File: config.mk
export PLATFORM = sky130hd
export DESIGN_NAME = pfpd_div
export DESIGN_NICKNAME = d
export VERILOG_FILES = /design/src/rtl/core/pfpd_pkg.sv /design/src/rtl/core/pfpd_div.sv
export SDC_FILE = /design/constraint.sdc
export NUM_CORES = 1
export LEC_CHECK = 0
export ABC_AREA = 1
export BUFFER_PORTS_ARGS = -buffer_cell sky130_fd_sc_hd__clkbuf_2
export CAP_MARGIN = 20
export CORE_MARGIN = 10
export CORE_UTILIZATION = 61
export CTS_CLUSTER_SIZE = 12
export DETAILED_ROUTE_END_ITERATION = 16
export GPL_TIMING_DRIVEN = 0
export PLACE_DENSITY_LB_ADDON = 0.25
export SETUP_SLACK_MARGIN = 0.05
export SKIP_CTS_REPAIR_TIMING = 1
export SLEW_MARGIN = 10
export SYNTH_ARGS = -nofsm -noshare
export SYNTH_HDL_FRONTEND = slang
export SYNTH_SLANG_ARGS = --single-unit
File: constraint.sdc
create_clock -name i_clk -period 5.5 [get_ports i_clk]
set_input_delay 0.825 -clock i_clk [delete_from_list [all_inputs] [get_ports i_clk]]
set_output_delay 0.825 -clock i_clk [all_outputs]
set_load 0.03 [all_outputs]
File: src/rtl/core/pfpd_pkg.sv
// Package for the plane-from-points distance block: widths and action codes.
// No dependencies; used by the interfaces and all modules.
package pfpd_pkg;

    localparam int COORD_W   = 24;   // Q8.16 coordinates and distance
    localparam int NORMAL_W  = 32;   // Q1.30 normal components
    localparam int NORM_FRAC = 30;
    localparam int OFFSET_W  = COORD_W + 2;
    localparam int RAW_W     = 2 * COORD_W + 3;  // cross product components
    localparam int MUL_W     = 33;               // shared multiplier operand width
    localparam int ACC_W     = 2 * MUL_W;        // product and accumulator width
    localparam int RAD_W     = 64;               // square-root radicand, dividend
    localparam int ROOT_W    = 32;               // root, divisor, quotient

    localparam logic [1:0] ACT_POINTS = 2'd0;
    localparam logic [1:0] ACT_NORMAL = 2'd1;
    localparam logic [1:0] ACT_QUERY  = 2'd2;
    localparam logic [1:0] ACT_UNUSED = 2'd3;   // no operation, plain result word

endpackage

File: src/rtl/core/pfpd_div.sv
// Restoring divider, one quotient bit per cycle, 32-bit quotient.
// Caller guarantees the upper dividend half is below the divisor. Depends on pfpd_pkg.
module pfpd_div (
    input  logic                          i_clk,
    input  logic                          i_rst_n,
    input  logic                          i_start,
    input  logic [pfpd_pkg::RAD_W-1:0]    i_dividend,
    input  logic [pfpd_pkg::ROOT_W-1:0]   i_divisor,
    output logic                          o_done,
    output logic [pfpd_pkg::ROOT_W-1:0]   o_quot
);
    logic [pfpd_pkg::ROOT_W-1:0] r_rem;
    logic [pfpd_pkg::ROOT_W-1:0] r_q;
    logic [pfpd_pkg::ROOT_W-1:0] r_dvs;
    logic [4:0]                  r_cnt;
    logic                        r_busy;
    logic                        r_done;
    logic [pfpd_pkg::ROOT_W:0]   w_t;
    logic [pfpd_pkg::ROOT_W:0]   w_sub;
    logic                        w_ge;

    assign w_t   = {r_rem, r_q[pfpd_pkg::ROOT_W-1]};
    assign w_ge  = (w_t >= {1'b0, r_dvs});
    assign w_sub = w_t - {1'b0, r_dvs};

    always_ff @(posedge i_clk) begin
        if (!i_rst_n) begin
            r_busy <= 1'b0;
            r_done <= 1'b0;
        end else begin
            r_done <= 1'b0;
            if (i_start) begin
                r_rem  <= i_dividend[pfpd_pkg::RAD_W-1:pfpd_pkg::ROOT_W];
                r_q    <= i_dividend[pfpd_pkg::ROOT_W-1:0];
                r_dvs  <= i_divisor;
                r_cnt  <= '0;
                r_busy <= 1'b1;
            end else if (r_busy) begin
                r_rem <= w_ge ? w_sub[pfpd_pkg::ROOT_W-1:0] : w_t[pfpd_pkg::ROOT_W-1:0];
                r_q   <= {r_q[pfpd_pkg::ROOT_W-2:0], w_ge};
                r_cnt <= r_cnt + 5'd1;
                if (r_cnt == 5'd31) begin
                    r_busy <= 1'b0;
                    r_done <= 1'b1;
                end
            end
        end
    end

    assign o_done = r_done;
    assign o_quot = r_q;
endmodule

==> results.toml, run 1 <==
[synthesis]
synth-warning-count = 0
synthCells = 977
synth_area_leaders = "edfxtp_1 (43%), nand2_1 (23%), inv_1 (8.7%), ha_1 (6.0%), nand3_1 (4.9%)"
synth_top_flop_cell = "edfxtp_1"
synth_fp_nets = 1111
synth_area_mm2 = 0.00712
synth_seq_cells = 103
syn_avg_cell_area_um2 = 7.28
synth_top_family_by_area = "simple AND/OR/NAND/NOR gates"
yosys.area_share.simple = 0.360
synthAdderAreaFrac = 0.0626
synth_compound_area_frac = 0.0220
ys_types = 31
synth_xor_area_frac = 0.0172
synth-seq-area-share = 0.432
yosysTopAreaCell = "edfxtp_1"
yosys.area.top_type_share = 0.426
synth_mux_area_frac = 0
synth_common_cells = "nand2_1 (435), inv_1 (165), edfxtp_1 (101)"
yosysMostFrequentCell = "nand2_1"
synth_edf_count = 101
async_flop_share = 0

[layout]
fillers = 963
drive_above_1_share = 0.160
nets = 1253
antenna_cells = 0
areaGrowthSynthToFinish_pct = 16.7
fin_cells = 1267
final_core_util = 0.728

[power]
p_int_uw = 1670
ir_drop_uv = 290
leakage_uw = 0.00450
power_density_mw_per_mm2 = 310
switchingPower_uw = 907
power_switching_share = 0.352
power_frac_comb = 0.334
pwr-share-seq = 0.388
clkPwrFrac = 0.278

[min_path]
holdPathStages = 2
hp-class = "flip-flop to flip-flop"
holdCritStartpoint = "r_busy"

[clocking]
cts_sinks = 103
cts.path.max_buffers = 2
clock_latency_ps = 370
cts_buffers = 9
cts_tree = "built"
clk_pin_slew_ps = 80
htreeDepth = 3
root_buffer = "clkbuf_16"

[place]
gp_congestion = 1.06
io_buffers = 130
numPlacedInstances = 1251
hpwlAfterDp_mm = 16.1

[global_routing]
grt_pass1_vias = 6524
grt_max_degree = 62
grt-ovfl-total = 0
grt_pass1_wl_mm = 32.3
grt_use_total = 0.248
antenna_found_initial = 0

[route]
drc_errors = 0
final_antenna_net_count = 0
finalWirelength_mm = 20.3
avgRoutedWirePerCell_um = 16.0
vias_per_cell = 5.22
drtIter0Drc = 520
num_vias = 6611
dr.pass1.iters = 5

[setup_path]
cp-startpoint = "o_quot[31]"
criticalPathCategory = "flip-flop to flip-flop"
critical_path_arrival_ps = 2740
crit_required_ps = 5630
startpoint_type = "flip-flop"
reg2reg_from = "o_quot[31]"
r2r_cells = 16
cp-end-kind = "flip-flop"
crit_fanout = 4

[die]
io_pins = 132
core_area_mm2 = 0.0114
rows = 39
initial_core_util = 0.623
die_area_mm2 = 0.0164
die_h_um = 128
dieWidth_um = 128

[timing]
fmax_mhz = 383
finalSetupViolations = 0
finClkSkew_ps = 15.3
finalSetupTns_ps = 0
hold_violations = 0
relSlewSlack = 0.470
fin_crit_sh = 0.475
rsz0062_at_grt = "false"
tightestPinTransition_ps = 794
final_max_slew_viol_count = 0
layout_min_cycle_time_ps = 2610

[run_status]
outcome = "finished, final reports clean"

[job]
cap_viol_max_count = 0
-- critical path: stages, from the launching register on --
cell and delay, ps:
edfxtp_1 410, inv_1 90, ha_1 160, inv_1 90, fa_1 440, nand3_1 110
nand3_1 170, nand2_1 130, nand2_1 120, nand2_1 80, nand2_1 90, nand2_1 150
nand2_1 70, nand2_1 50, nand3_1 80, nand2_1 90, nand2_1 50
-- flip-flops by register name (all words and copies together) (netlist names) --
signal / cells
r_cnt: 5
r_dvs: 32
r_busy: 1
r_rem: 32
o_quot: 32
o_done: 1
-- layout by cell type (no fill, tap or decap), types with 2 or more instances in the layout --
| cell | count |
|---|---|
| nand3b_1 | 24 |
| nor2_2 | 10 |
| buf_4 | 3 |
| buf_2 | 4 |
| inv_1 | 164 |
| ha_1 | 34 |
| clkbuf_2 | 130 |
| edfxtp_1 | 101 |
| xnor2_1 | 14 |
| clkbuf_1 | 12 |
| nand2_1 | 434 |
| nand2_4 | 3 |
| nor3_1 | 2 |
| and2_1 | 3 |
| nand3_1 | 69 |
| a21oi_1 | 19 |
| nand2_2 | 4 |
| nand4_1 | 10 |
| o21ai_0 | 6 |
| inv_6 | 2 |
| nor2_1 | 44 |
| clkbuf_16 | 9 |
| bufinv_16 | 2 |
| dfxtp_1 | 2 |
| buf_6 | 4 |
-- cells by family (layout without fill, tap and decap cells) --
group,after synthesis,in the layout
compound gates,29,29
xor+xnor,14,14
fa+ha+maj,35,35
buf+inv,189,336
flops,103,103
simple gates,607,607
-- power by group through the flow --
stage	Sequential [uW]	Combinational (uW)	Clock [uW]
finish	1000	860	717
global route	1010	968	750
global placement	1020	825	0
detailed placement	1010	847	0
CTS	999	851	720
floorplan	1050	574	0
-- per-layer routing --
| layer | part of all wire | track usage | up-vias | wire length (um) |
|---|---|---|---|---|
| met3 | 0.097 | 0.0885 | 41 | 1970 |
| met5 | 0 | 0 | - | 0 |
| met2 | 0.46 | 0.394 | 276 | 9350 |
| li1 | - | - | 3333 | - |
| met1 | 0.42 | 0.307 | 2961 | 8430 |
| met4 | 0.026 | 0.0841 | 0 | 525 |
-- final cells by class --
cell class,instances,area [um2],area share
plain buffers,24,136,0.0164
clock buffers,9,225,0.0271
clock inverters,7,101,0.0122
inverters,165,619,0.0745
multi-input cells,685,3300,0.397
flip-flops and latches,103,3070,0.370
well taps,143,179,0.0215
repair buffers,131,678,0.0816
-- path summary, 6_finish.rpt --
check / endpoint / slack (ps)
worst min register to register: o_done / 540
worst max register to register: r_rem[28] / 2890
worst max-delay path: r_rem[28] / 2890
worst min-delay path: o_done / 540
-- per-stage QoR --
stage	area (um2)	power [uW]	hold slack, ps	setup slack, ps
after global routing	8310	2730	553	2670
after floorplan	7120	1620	437	2200
after CTS	8310	2570	533	2900
after global placement	7950	1840	451	1140
final	8310	2580	536	2890
after detailed placement	7980	1860	522	2660
Power figures use the tool's default switching activity.
==> run 2: changes to the inputs <==
Settings changed: ABC_AREA 1 to 0, CORE_UTILIZATION 61 to 55.
Clock period 5.5 ns to 2.6 ns, I/O delays scaled along.
==> run 2 against run 1 <==
  * The flow now finishes with violations (setup timing)
  * Critical path type unchanged
  * Non-clock buffer count is 24 higher
  * Sequential cell count is the same
  * Highest routed layer unchanged
  * Utilization shrank 0.38 points
  * Count of clock-buffer cells in the layout increased by 1
  * Total power is 88% higher
==> results.toml, run 2 <==
[layout]
fillers = 760
layout_common_cells = "clkbuf_2 (132), edfxtp_1 (101), nand2_1 (45), inv_1 (41), a21oi_1 (36)"
drive_above_1_share = 0.399
final_common_cell = "clkbuf_2"
nets = 858
final_core_util = 0.724
areaGrowthSynthToFinish_pct = 29.9
antenna_cells = 0

[place]
post-place-ws_ps = -524
hpwlAfterDp_mm = 12.2
io_buffers = 131
gp_congestion = 0.914

[min_path]
holdCritStartpoint = "i_divisor[23]"
hp-class = "input pin to flip-flop"
min_to = "r_dvs[23]"
holdPathStages = 1

[timing]
relSlewSlack = 0.433
finClkSkew_ps = 19.8
fin_crit_sh = 1.18
hold_violations = 0
final.setup.worst_slack_ps = -460
finalSetupViolations = 33
fmax_mhz = 327
layout_min_cycle_time_ps = 3060
tightestPinTransition_ps = 851
final_max_slew_viol_count = 0
rsz0062_at_grt = "true"

[power]
leakage_uw = 0.00324
power_density_mw_per_mm2 = 620
power_switching_share = 0.345
power_frac_comb = 0.368
clkPwrFrac = 0.202
p_int_uw = 3170
pwr-share-seq = 0.429
ir_drop_uv = 547
switchingPower_uw = 1670

[route]
finalWirelength_mm = 17.5
avgRoutedWirePerCell_um = 20.1
dr.pass1.iters = 5
final_antenna_net_count = 0
num_vias = 5077
drtIter0Drc = 442
vias_per_cell = 5.84
drc_errors = 0

[synthesis]
synth_top_flop_cell = "edfxtp_1"
synthAdderAreaFrac = 0.0741
synthCells = 556
yosysTopAreaCell = "edfxtp_1"
yosys.area_share.simple = 0.0928
synth_edf_count = 101
synth_mux_area_frac = 0.0664
synth_area_leaders = "edfxtp_1 (50%), ha_1 (7.1%), mux2_2 (5.8%), a21oi_1 (4.4%), xnor2_1 (3.1%)"
ys_types = 51
yosys.area.top_type_share = 0.504
synth_compound_area_frac = 0.168
synth_fp_nets = 690
async_flop_share = 0
synth_area_mm2 = 0.00601
synth-seq-area-share = 0.511
synth_xor_area_frac = 0.0437
syn_avg_cell_area_um2 = 10.8
synth-warning-count = 0
synth_top_family_by_area = "compound AO/OA/AOI/OAI gates"
synth_seq_cells = 103
yosysMostFrequentCell = "edfxtp_1"
synth_common_cells = "edfxtp_1 (101), a21oi_1 (53), nand2_1 (46)"

[die]
die_area_mm2 = 0.0155
core_area_mm2 = 0.0108
dieWidth_um = 125
die_h_um = 125
rows = 38
io_pins = 132
initial_core_util = 0.557

[clocking]
root_buffer = "clkbuf_8"
cts_tree = "built"
htreeDepth = 3
cts.path.max_buffers = 2
clk_pin_slew_ps = 110
cts_buffers = 9
cts_sinks = 103
clock_latency_ps = 400

[setup_path]
startpoint_type = "flip-flop"
cp-startpoint = "r_rem[0]"
worst_r2r_endpoint = "r_rem[31]"
cp-end-kind = "flip-flop"
critical_path_arrival_ps = 3200
crit_fanout = 8
crit_required_ps = 2740
criticalPathCategory = "flip-flop to flip-flop"
reg2reg_from = "r_rem[0]"
r2r_cells = 11
rrSetupSlack_ps = -460

[global_routing]
grt_pass1_vias = 5258
use_met2 = 0.338
grt_max_degree = 59
grt.met1_usage = 0.242
grt_pass1_wl_mm = 26.2
grt_use_met3 = 0.0860
grt_use_total = 0.206
busiest_layer = "met2"
antenna_found_initial = 0
grt-ovfl-total = 0

[run_status]
violations = "setup timing"
outcome = "finished, violations left"

[job]
cap_viol_max_count = 0
==> run 2: cell count changes in the layout (fill, tap and decap cells not counted), sizes merged, moves of 14 or more <==
cell    delta
a21o      +14
a21oi     +33
buf       +25
inv      -120
mux2      +31
nand2    -395
nand3     -60
nand3b    -25
nor2      -24
o21ai     +46
==> run 2: layout make-up <==
class,instances,area [um2],share of cell area
inverter,44,169,0.0216
sequential,103,3070,0.393
tap,140,175,0.0224
buffer,16,110,0.0141
multi-input combinational,387,3120,0.400
timing repair buffer,163,986,0.126
clock buffer,10,128,0.0163
clock inverter,6,47.5,0.00609
==> run 2: worst max-delay path by stage <==
stage,depth (start not counted),slack (ps),to
4_1_cts,10,-580,r_rem[31]
2_1_floorplan,13,-240,r_rem[26]
6_report,11,-460,r_rem[31]
3_5_place_dp,10,-520,r_rem[31]
5_1_grt,13,-530,r_rem[26]
3_3_place_gp,5,-570,r_dvs[6]
==> run 2: kinds of logic after synthesis <==
family                     after synthesis
and+or+nand+nor                        120
muxes                                   36
buffers and inverters                   67
AOI/OAI and AO/OA                      165
DFF                                    103
adders and majority gates               35
xor gates and xnor gates                30
==> run 2: per-stage QoR <==
stage | hold WS [ps] | power [uW] | area [um2] | cells | setup TNS, ps
2_1_floorplan | 489 | 3090 | 6100 | 556 | -1910
3_3_place_gp | 500 | 3420 | 6930 | 827 | -51110
3_5_place_dp | 541 | 3480 | 6990 | 829 | -24310
4_1_cts | 138 | 4460 | 7170 | 845 | -14000
5_1_grt | 139 | 5070 | 7810 | 869 | -13950
6_report | 155 | 4840 | 7810 | 869 | -11010
==> run 2: worst max-delay path, stage by stage, from the launching register on <==
cell       delay (ps)
edfxtp_1          460
ha_1              340
nor2b_1           150
o21bai_1          250
a21oi_2           120
o211ai_1          160
buf_4             160
a31oi_4           120
o21ai_4           400
clkbuf_16         250
nor2_2             50
a221o_1           330
==> run 2: power groups by stage <==
| stage | clock network (uW) | logic [uW] | registers (uW) |
|---|---|---|---|
| 2_1_floorplan | 0 | 942 | 2150 |
| 3_3_place_gp | 0 | 1320 | 2100 |
| 3_5_place_dp | 0 | 1380 | 2100 |
| 4_1_cts | 1000 | 1390 | 2070 |
| 5_1_grt | 1060 | 1920 | 2090 |
| 6_report | 981 | 1780 | 2080 |
==> run 2: layer usage <==
metal  part of all wire  vias to the layer above
met4              0.022                        0
met2               0.48                      215
li1                   -                     2375
met3              0.093                       33
met5                  0                        -
met1               0.40                     2454
