[src/rtl/core/pfpd_pkg.sv]
// Package for the plane-from-points distance block: widths and action codes.
// No dependencies; used by the interfaces and all modules.
package pfpd_pkg;

    localparam int COORD_W   = 24;   // Q8.16 coordinates and distance
    localparam int NORMAL_W  = 32;   // Q1.30 normal components
    localparam int NORM_FRAC = 30;
    localparam int OFFSET_W  = COORD_W + 2;
    localparam int RAW_W     = 2 * COORD_W + 3;  // cross product components
    localparam int MUL_W     = 33;               // shared multiplier operand width
    localparam int ACC_W     = 2 * MUL_W;        // product and accumulator width
    localparam int RAD_W     = 64;               // square-root radicand, dividend
    localparam int ROOT_W    = 32;               // root, divisor, quotient

    localparam logic [1:0] ACT_POINTS = 2'd0;
    localparam logic [1:0] ACT_NORMAL = 2'd1;
    localparam logic [1:0] ACT_QUERY  = 2'd2;
    localparam logic [1:0] ACT_UNUSED = 2'd3;   // no operation, plain result word

endpackage

[src/rtl/core/pfpd_isqrt.sv]
// Iterative integer square root, two radicand bits per cycle.
// Depends on pfpd_pkg.
module pfpd_isqrt (
    input  logic                          i_clk,
    input  logic                          i_rst_n,
    input  logic                          i_start,
    input  logic [pfpd_pkg::RAD_W-1:0]    i_radicand,
    output logic                          o_done,
    output logic [pfpd_pkg::ROOT_W-1:0]   o_root
);
    logic [pfpd_pkg::RAD_W-1:0] r_x;
    logic [pfpd_pkg::RAD_W-1:0] r_res;
    logic [pfpd_pkg::RAD_W-1:0] r_bit;
    logic [4:0]                 r_cnt;
    logic                       r_busy;
    logic                       r_done;
    logic [pfpd_pkg::RAD_W-1:0] w_trial;

    assign w_trial = r_res + r_bit;

    always_ff @(posedge i_clk) begin
        if (!i_rst_n) begin
            r_busy <= 1'b0;
            r_done <= 1'b0;
        end else begin
            r_done <= 1'b0;
            if (i_start) begin
                r_x    <= i_radicand;
                r_res  <= '0;
                r_bit  <= {2'b01, {(pfpd_pkg::RAD_W-2){1'b0}}};
                r_cnt  <= '0;
                r_busy <= 1'b1;
            end else if (r_busy) begin
                if (r_x >= w_trial) begin
                    r_x   <= r_x - w_trial;
                    r_res <= (r_res >> 1) + r_bit;
                end else begin
                    r_res <= r_res >> 1;
                end
                r_bit <= r_bit >> 2;
                r_cnt <= r_cnt + 5'd1;
                if (r_cnt == 5'd31) begin
                    r_busy <= 1'b0;
                    r_done <= 1'b1;
                end
            end
        end
    end

    assign o_done = r_done;
    assign o_root = r_res[pfpd_pkg::ROOT_W-1:0];
endmodule

[config.mk]
export PLATFORM = sky130hd
export DESIGN_NAME = pfpd_isqrt
export DESIGN_NICKNAME = d
export VERILOG_FILES = /design/src/rtl/core/pfpd_pkg.sv /design/src/rtl/core/pfpd_isqrt.sv
export SDC_FILE = /design/constraint.sdc
export NUM_CORES = 1
export LEC_CHECK = 0
export BUFFER_PORTS_ARGS = -buffer_cell sky130_fd_sc_hd__buf_2
export CAP_MARGIN = 20
export CORE_MARGIN = 5
export CORE_UTILIZATION = 67
export DETAILED_ROUTE_END_ITERATION = 10
export PLACE_DENSITY_LB_ADDON = 0.08
export SETUP_SLACK_MARGIN = 0.02
export SYNTH_ARGS = -nofsm -noshare
export SYNTH_HDL_FRONTEND = slang
export SYNTH_SLANG_ARGS = --single-unit
[constraint.sdc]
create_clock -name i_clk -period 14 [get_ports i_clk]
set_clock_uncertainty 0.15 [all_clocks]
set_input_delay 0.7 -clock i_clk [delete_from_list [all_inputs] [get_ports i_clk]]
set_output_delay 0.7 -clock i_clk [all_outputs]
set_load 0.005 [all_outputs]
==> metrics.txt, run 1 <==
status completed; crit path launch type flip-flop; H-Tree Depth 4; commonest non-fill, non-tap cell in the layout nand2_1; R2R setup slack 7.48 ns; Initial Util 0.6767; RSZ-0062 raised after global routing false; worst stage delay on the critical path 0.71 ns; first-pass detailed-route iteration total 6; share of layout cells above drive strength 1 0.08803; row cnt 56; Slew HR 0.2564; Syn Area/Cell 8.430 µm²; type of the most critical hold path flip-flop to flip-flop; Vias/cell 6.593; yosys warns 0; DR WL/cell 19.89 µm; worst setup path start r_res[12]; Layout area overhead 6.356%; number of synthesized flops with an enable pin 165; total number of vias 14.61k; Synth Flop Type edfxtp_1; clock tree root buffer cell clkbuf_16; core area 23330 µm²; post-CTS setup buffers 0; period utilisation layout 0.4655; Detail Placement HPWL 33140 µm; Fin Setup TNS 0 ns; MaxCap Viol Count 0; clock slew at reported path FFs 0.08 ns; initial antenna violation count 1; Hold Violations, Final 0; PortBufs 99; Final Max Slew Viols 0; nets@finish 2084; CTS-repair resized insts 0; Buf+Inv Stages, Crit Path 3; Worst setup EP type flip-flop; Die H 163.5 µm; critical path's slowest cell buf_4; setup violators final 0; vias in the first global route 13.50k; most frequent cells in the layout 213 x nand2_1, 176 x nor2_1, 165 x edfxtp_1, 134 x a21oi_1, 132 x ha_1; I/O Pins 100; Post-Syn Area 15790 µm²; residual DRC count 0; arrival time worst endpoint 6.43 ns; largest net degree at the start of global routing 176; Max clock buf depth 2; net count after synthesis 2073; CTS Buf Count 17; post-synthesis register bit count 167; grt total ovfl 0; Worst-Margin Slew 1.104 ns; # hold bufs at CTS 0; Critical R2R Launch r_res[12]; die footprint 26740 µm²; post-layout util 0.7197; worst path cell trace ha_1 > nand4_1 > nor4_1 > nor2_1 > o21ai_1 > a31oi_1 > o31ai_1 > a31oi_1 > o21bai_1 > xnor2_1 > ha_1 > nand4_1 > nor2_1 > nand2_1 > inv_1 > a41o_1 > o31ai_1 > and3_1 > buf_4 > a21oi_4 > buf_4; peak fanout along the critical path 64; Clock Latency Late Sink 0.45 ns; Critical Path RT 13.91 ns; async set or reset register ratio after synthesis 0; Cell variety after synth 78; Cells after Synth 1873; n_diodes 0; Seq/Total Area, Yosys 0.3163; power per cell area 139.8 nW/µm²; Lkg Pwr 6.352 nW; peak supply drop 0.07470 mV; Detailed Route WL 44070 µm; CTS tree built; fmax 0.1535 GHz; Total GRT Usage 0.3268; Routed Antenna Nets 0; Period minus WS final 6.517 ns; # clock sinks 167; hold path startpoint r_busy; crit path kind flip-flop to flip-flop; first-pass GRT wire length 70110 µm; Tot Pwr 0.002348 W; crit-path leading delay family compound AO/OA/AOI/OAI gates; Die X 163.5 µm; Iter 0 DRT Violations 1601; gpl congestion 0.9924
[power by group]
group          internal (W)  total [W]  switching, W  leakage, nW
clock              0.000238   0.000479      0.000241        0.287
sequential         0.000645   0.000714     0.0000689         1.61
combinational      0.000438    0.00115      0.000717         4.46
total               0.00132    0.00235       0.00103         6.35
[cell usage after synthesis (all sizes together) (3+ instances only)]
| cell | number | area (µm²) |
|---|---|---|
| nand2 | 213 | 799.5 |
| nor2 | 176 | 660.6 |
| edfxtp | 165 | 4955 |
| o21ai | 149 | 749.5 |
| a21oi | 136 | 684.4 |
| ha | 132 | 1652 |
| xnor2 | 89 | 779.5 |
| xor2 | 79 | 691.9 |
| clkbuf | 68 | 255.2 |
| a31oi | 65 | 406.6 |
| nor2b | 53 | 331.6 |
| nand4 | 52 | 325.3 |
| a21o | 46 | 345.3 |
| buf | 44 | 296.5 |
| nand3 | 43 | 215.2 |
| inv | 35 | 131.4 |
| o21bai | 29 | 217.7 |
| a211oi | 28 | 215.2 |
| o31ai | 26 | 224.0 |
| and3 | 24 | 150.1 |
| nor3 | 22 | 110.1 |
| and2 | 21 | 131.4 |
| o21a | 21 | 157.7 |
| nand2b | 15 | 93.84 |
| or3 | 14 | 87.58 |
| o211ai | 13 | 97.59 |
| a31o | 11 | 96.34 |
| nor4 | 10 | 62.56 |
| a21boi | 9 | 67.57 |
| and4 | 7 | 61.31 |
| a221oi | 6 | 58.80 |
| a311oi | 5 | 43.79 |
| o31a | 5 | 43.79 |
| nand3b | 4 | 30.03 |
| nor3b | 4 | 30.03 |
| a2111oi | 3 | 26.28 |
| a22oi | 3 | 22.52 |
| a41oi | 3 | 26.28 |
| mux2 | 3 | 33.78 |
| o2111ai | 3 | 26.28 |
| o221ai | 3 | 26.28 |
| o2bb2ai | 3 | 26.28 |
| or2 | 3 | 18.77 |
[worst paths after layout]
| kind | endpoint | depth (start not counted) |
|---|---|---|
| setup / recovery | r_x[45] | 21 |
| hold / removal | o_done | 1 |
| setup reg to reg | r_x[45] | 21 |
| hold reg to reg | o_done | 1 |
[cells by family (layout without fill, tap and decap cells)]
logic type	after synthesis	count (layout)	synth area share
simple gates	665	665	0.1992
compound gates	588	588	0.2387
xor+xnor	168	168	0.09319
flops	167	167	0.3163
buf+inv	147	171	0.04327
fa+ha+maj	133	133	0.1059
mux	5	5	0.003407
[per-layer routing]
metal,track usage,up-vias,wire length (µm)
met2,0.4779,726,18500
met4,0.09150,2,991
li1,-,6985,-
met3,0.05148,94,3885
met1,0.5018,6804,20690
met5,0,-,13
[registers in the layout (all words and copies together), names as in the netlist]
signal	cells
r_res	64
o_done	1
r_busy	1
r_x	64
r_bit	32
r_cnt	5
[layout make-up]
cell class | instances | area, µm²
clock buffer | 17 | 425.4
tap | 319 | 399.1
timing repair buffer | 104 | 551.8
inverter | 35 | 133.9
multi-input combinational | 1559 | 10130
clock inverter | 15 | 160.2
sequential | 167 | 4995
fill | 1918 | 6540
[stage by stage]
stage	setup slack, ns	instance area (µm²)	std cells	hold slack, ns
2_1_floorplan	5.892	15790	1873	0.2970
3_3_place_gp	7.809	16210	2184	0.3186
3_5_place_dp	7.618	16210	2184	0.3398
4_1_cts	7.580	16790	2216	0.3549
5_1_grt	7.156	16790	2216	0.3738
6_report	7.483	16790	2216	0.3547
(Power assumes the default switching activity.)
==> run 2: changes to the inputs <==
--- a/config.mk
+++ b/config.mk
@@ -5,10 +5,11 @@
 export SDC_FILE = /design/constraint.sdc
 export NUM_CORES = 1
 export LEC_CHECK = 0
+export ABC_AREA = 1
 export BUFFER_PORTS_ARGS = -buffer_cell sky130_fd_sc_hd__buf_2
 export CAP_MARGIN = 20
 export CORE_MARGIN = 5
-export CORE_UTILIZATION = 67
+export CORE_UTILIZATION = 58
 export DETAILED_ROUTE_END_ITERATION = 10
 export PLACE_DENSITY_LB_ADDON = 0.08
 export SETUP_SLACK_MARGIN = 0.02
==> constraint.sdc (replaced) <==
create_clock -name i_clk -period 5.4 [get_ports i_clk]
set_clock_uncertainty 0.15 [all_clocks]
set_input_delay 0.27 -clock i_clk [delete_from_list [all_inputs] [get_ports i_clk]]
set_output_delay 0.27 -clock i_clk [all_outputs]
set_load 0.005 [all_outputs]
==> run 2 against run 1 <==
  * Global-route usage grew 5.2 points
  * Clock-buffer cell count up 1
  * Hold slack worse by 0.34 ns
  * Power rose to 2.9 times the previous value
  * Non-clock buffer count grew 72
  * Worst setup slack worse by 7.3 ns
  * Largest power group unchanged
==> metrics.txt, run 2 <==
DR WL/cell 18.37 µm; core area 34710 µm²; setup violators final 0; CTS Buf Count 17; Critical Path RT 5.59 ns; initial antenna violation count 1; async set or reset register ratio after synthesis 0; crit path launch type flip-flop; synth top area cells nand2_1 26%, edfxtp_1 24%, inv_1 11%; status completed; commonest non-fill, non-tap cell in the layout nand2_1; RSZ-0062 raised after global routing false; arrival time worst endpoint 5.37 ns; residual DRC count 0; die footprint 39200 µm²; MaxCap Viol Count 0; Compound-Gate Fraction of Synth Area 0.08026; Synth Flop Type edfxtp_1; period utilisation layout 0.9596; peak supply drop 0.2259 mV; Die H 198 µm; # clock sinks 167; Clock Latency Late Sink 0.47 ns; gpl congestion 1.011; total number of vias 23.28k; most frequent cells in the layout 1447 x nand2_1, 575 x inv_1, 346 x nor2_1, 214 x nand3_1, 165 x edfxtp_1; share of layout cells above drive strength 1 0.04609; Layout area overhead 9.570%; Final Max Slew Viols 0; adder-cell share of the synthesized area 0.08154; yosys warns 0; commonest cells in the netlist 1447 x nand2_1, 577 x inv_1, 346 x nor2_1; peak fanout along the critical path 63; I/O Pins 100; grt total ovfl 0; fill cell count 3300; net count after synthesis 3715; first-pass GRT wire length 116000 µm; largest registers r_res x64, r_x x64, r_bit x32; leading area contributor after synthesis nand2_1; nets@finish 3832; post-synthesis register bit count 167; row cnt 68; Max clock buf depth 2; Fin Setup TNS 0 ns; Total GRT Usage 0.3787; type of the most critical hold path primary input to flip-flop; Post-Syn Area 20500 µm²; Synth Area in Simple Gates 0.4226; main combinational cell family by area after synthesis simple AND/OR/NAND/NOR gates; Lkg Pwr 11.85 nW; Worst-Margin Slew 0.6824 ns; Hold Violations, Final 0; Final WS setup 0.2184 ns; clock tree root buffer cell clkbuf_16; post-synthesis mux area share 0; clock slew at reported path FFs 0.08 ns; Die X 198 µm; Seq/Total Area, Yosys 0.2437; number of synthesized flops with an enable pin 165; Routed Antenna Nets 0; vias in the first global route 22.27k; Placement Setup Slack 0.4060 ns; most frequent cell after synthesis nand2_1; Cells after Synth 3515; Iter 0 DRT Violations 2783; PortBufs 99; Cell variety after synth 42; CTS tree built; fmax 0.1930 GHz; first-pass detailed-route iteration total 9; Worst setup EP type flip-flop; Period minus WS final 5.182 ns; crit path kind flip-flop to flip-flop; largest net degree at the start of global routing 103; XOR/XNOR Fraction of Synth Area 0.04272; Initial Util 0.5905; Vias/cell 5.677; Synth top area share 0.2650; Syn Area/Cell 5.832 µm²; Detailed Route WL 75350 µm; power per cell area 307.8 nW/µm²; H-Tree Depth 4; Detail Placement HPWL 60590 µm; Slew HR 0.5402
-- run 2: where the power goes --
group	switching [W]	total (W)	internal [W]
Combinational	0.00253	0.00377	0.00124
Clock	0.000614	0.00126	0.000648
Sequential	0.000205	0.00188	0.00167
Total	0.00335	0.00691	0.00356
-- run 2: per-stage QoR --
step / total power, W / hold WS, ns / util / instance area, µm² / std cells
after floorplan: 0.004472 / 0.2189 / - / 20510 / 3515
after global placement: 0.005384 / 0.3570 / 0.6143 / 21320 / 4011
after detailed placement: 0.005486 / 0.3658 / 0.6143 / 21320 / 4011
after CTS: 0.006777 / 0.004249 / 0.6470 / 22460 / 4100
after global routing: 0.007382 / 0.01709 / 0.6471 / 22460 / 4101
final: 0.006914 / 0.01274 / 0.6471 / 22460 / 4101
-- run 2: final cells by class --
| class | instances | area [µm²] | area share |
|---|---|---|---|
| multi-input combinational | 2689 | 12870 | 0.5729 |
| clock buffer | 18 | 429.2 | 0.01911 |
| inverter | 581 | 2181 | 0.09709 |
| tap | 455 | 569.3 | 0.02535 |
| sequential | 167 | 4995 | 0.2224 |
| timing repair buffer | 176 | 1281 | 0.05704 |
| antenna | 1 | 2.502 | 0.0001114 |
| clock inverter | 14 | 136.4 | 0.006072 |
-- run 2: metal layers --
metal  share of wire  vias to the layer above  routed length [µm]  GRT usage
met4           0.067                        0                5013     0.2053
met2            0.47                     1328               35290     0.6505
met1            0.38                    10440               28500     0.4636
li1                -                    11210                   -          -
met3           0.087                      299                6541    0.04577
met5               0                        -                   0          0
-- run 2: cell families (layout without fill, tap and decap cells) --
logic type,count (synthesis),count (layout)
AOI/OAI and AO/OA,310,310
xor gates and xnor gates,100,100
adders and majority gates,133,133
buffers and inverters,659,789
DFF,167,167
other,0,1
and+or+nand+nor,2146,2146
-- run 2: worst paths after layout --
kind                                startpoint        end  slack, ns  depth (start not counted)
worst min register to register          r_busy     o_done       0.40                          2
worst min-delay path            i_radicand[40]    r_x[40]       0.01                          3
worst max register to register       r_res[10]  r_res[18]       0.22                         21
worst max-delay path                 r_res[10]  r_res[18]       0.22                         21
-- run 2: timing repair --
action                                 4_1_cts  5_1_grt
endpoints found under the hold margin       57        0
setup endpoints to repair                    0       21
hold buffers                                57        0
setup buffers                                0        0
gates resized for setup                      0        1
-- run 2: critical path, cell delays in order, from the launching register on --
cell and delay [ns]:
edfxtp_1 0.58, ha_1 0.43, nand2_1 0.13, o21ai_1 0.30
nor2_1 0.11, nand2_1 0.08, o21ai_0 0.21, o21ai_1 0.50
nand3b_1 0.18, nand3_1 0.12, nand2_1 0.08, ha_1 0.34
a21oi_1 0.22, o21ai_0 0.16, a21oi_1 0.21, nand2_1 0.08
a21oi_1 0.26, nand2_1 0.20, nor2_4 0.14, buf_12 0.29
nand2_1 0.12, nand2_1 0.08
==> run 3: changes to the inputs <==
--- a/config.mk
+++ b/config.mk
@@ -9,10 +9,11 @@
 export BUFFER_PORTS_ARGS = -buffer_cell sky130_fd_sc_hd__buf_2
 export CAP_MARGIN = 20
 export CORE_MARGIN = 5
-export CORE_UTILIZATION = 58
+export CORE_UTILIZATION = 60
 export DETAILED_ROUTE_END_ITERATION = 10
 export PLACE_DENSITY_LB_ADDON = 0.08
 export SETUP_SLACK_MARGIN = 0.02
+export SKIP_CTS_REPAIR_TIMING = 1
 export SYNTH_ARGS = -nofsm -noshare
 export SYNTH_HDL_FRONTEND = slang
 export SYNTH_SLANG_ARGS = --single-unit
==> constraint.sdc (replaced) <==
create_clock -name i_clk -period 6.4 [get_ports i_clk]
set_clock_uncertainty 0.15 [all_clocks]
set_input_delay 0.32 -clock i_clk [delete_from_list [all_inputs] [get_ports i_clk]]
set_output_delay 0.32 -clock i_clk [all_outputs]
set_load 0.005 [all_outputs]
==> run 3 against run 2 <==
  * Worst setup slack better by 0.45 ns
  * Register-to-register slack better by 0.45 ns
  * Power is 17% lower
  * The run now ends with negative hold slack left
  * Sequential power is 15% lower
  * Hold slack worse by 0.030 ns
  * Fmax is 9.5% lower
==> metrics.txt, run 3 (same netlist as run 2, synthesis figures left out) <==
switching share of power 0.4789; worst setup path start r_res[10]; initial antenna violation count 0; clock slew at reported path FFs 0.08 ns; die footprint 37960 µm²; crit-path leading delay family simple AND/OR/NAND/NOR gates; peak supply drop 0.2058 mV; Worst-Margin Slew 0.8636 ns; Detail Placement HPWL 58870 µm; worst stage delay on the critical path 0.65 ns; worst path cell trace ha_1 > nand2_1 > o21ai_1 > nand2_1 > o21ai_0 > nor2_1 > o21ai_0 > xnor2_1 > ha_1 > nand2_1 > nor2_1 > nand2_1 > nor2_1 > nand4_1 > nand3_1 > nand2_1 > nand2_1 > o21ai_0 > inv_2 > buf_4; n_diodes 0; number of cells on the critical path 20; Detailed Route WL 71890 µm; clock tree root buffer cell clkbuf_16; arrival time worst endpoint 5.67 ns; type of the most critical hold path primary input to flip-flop; peak fanout along the critical path 30; fill cell count 3248; setup violators final 0; Period minus WS final 5.728 ns; nets@finish 3772; MaxCap Viol Count 0; Max clock buf depth 2; reg-to-reg endpoint r_x[17]; Reg power frac 0.277; Critical R2R Launch r_res[10]; hold path startpoint i_radicand[56]; commonest non-fill, non-tap cell in the layout nand2_1; row cnt 67; Placement Setup Slack 0.8690 ns; Clk pwr share 0.186; Die X 194.8 µm; final hold slack -0.01709 ns; H-Tree Depth 4; multi-input logic area 12870 µm²; crit path launch type flip-flop; largest registers r_res x64, r_x x64, r_bit x32; Slew HR 0.4243; most frequent cells in the layout 1447 x nand2_1, 575 x inv_1, 346 x nor2_1, 214 x nand3_1, 165 x edfxtp_1; Die H 194.8 µm; Buf+Inv Stages, Crit Path 2; PortBufs 99; P_int 0.003001 W; Fin Setup TNS 0 ns; Initial Util 0.6098; R2R setup slack 0.67 ns; power per cell area 263.7 nW/µm²; core area 33620 µm²; CTS tree built; grt total ovfl 0; Routed Antenna Nets 0; period utilisation layout 0.8949; fmax 0.1746 GHz; status complete, but fails checks; vias in the first global route 22.02k; I/O Pins 100; Lkg Pwr 11.57 nW; first-pass GRT wire length 110900 µm; crit path kind flip-flop to flip-flop; most frequent CP cell nand2_1; Worst setup EP type flip-flop; Psw 0.002759 W; largest net degree at the start of global routing 79; Total GRT Usage 0.3674; Worst Hold Endpoint r_x[56]; total number of vias 23.00k; gpl congestion 1.013; DR WL/cell 17.83 µm; Clock Latency Late Sink 0.46 ns; Final Max Slew Viols 0; first-pass detailed-route iteration total 7; Layout area overhead 6.531%; failing checks negative hold slack; # clock sinks 167; Iter 0 DRT Violations 2436; Storage cell area 4995 µm²; critical path's slowest cell o21ai_0; share of layout cells above drive strength 1 0.04353; cell count of the worst reg-to-reg path 20; residual DRC count 0; Gate power share 0.536; Critical Path RT 6.34 ns; Vias/cell 5.704; Final WS setup 0.6725 ns; Hold Violations, Final 17; CTS Buf Count 17; hold path depth 3; RSZ-0062 raised after global routing false
run 3: final cells by class:
type,instances,area share
inverter,581,0.09986
sequential,167,0.2287
multi-input combinational,2689,0.5892
clock buffer,18,0.01965
tap,448,0.02567
timing repair buffer,116,0.03014
clock inverter,13,0.006761
run 3: worst max path at each step:
stage                     slack [ns]  endpoint
after detailed placement        0.87   r_x[11]
after floorplan                 0.16    r_x[0]
after global placement           1.0   r_x[16]
final                           0.67   r_x[17]
after CTS                       0.86   r_x[12]
after global routing            0.48   r_x[12]
run 3: power by group through the flow:
stage,Sequential [W],Clock (W),Combinational (W)
after floorplan,0.00152,0,0.00225
after global placement,0.00160,0,0.00291
after detailed placement,0.00161,0,0.00298
after CTS,0.00159,0.00107,0.00300
after global routing,0.00161,0.00111,0.00343
final,0.00160,0.00107,0.00309
run 3: tightest hold or removal path, delay by kind of cell:
family	cells	cell delay, ns
and+or+nand+nor	2	0.10
buffers and inverters	1	0.07
run 3: layer usage:
metal  track usage  up-vias  share of wire
met5             0        -              0
met4        0.2330        0          0.076
met3       0.05055      286          0.088
met2        0.6148     1238           0.45
met1        0.4457    10390           0.38
li1              -    11090              -
run 3: stage by stage:
stage	instance area [µm²]	util	power, W	cells
3_5_place_dp	21180	0.6301	0.004590	3993
5_1_grt	21840	0.6496	0.006151	4032
6_report	21840	0.6496	0.005760	4032
3_3_place_gp	21180	0.6301	0.004512	3993
4_1_cts	21760	0.6473	0.005657	4024
2_1_floorplan	20500	-	0.003775	3515
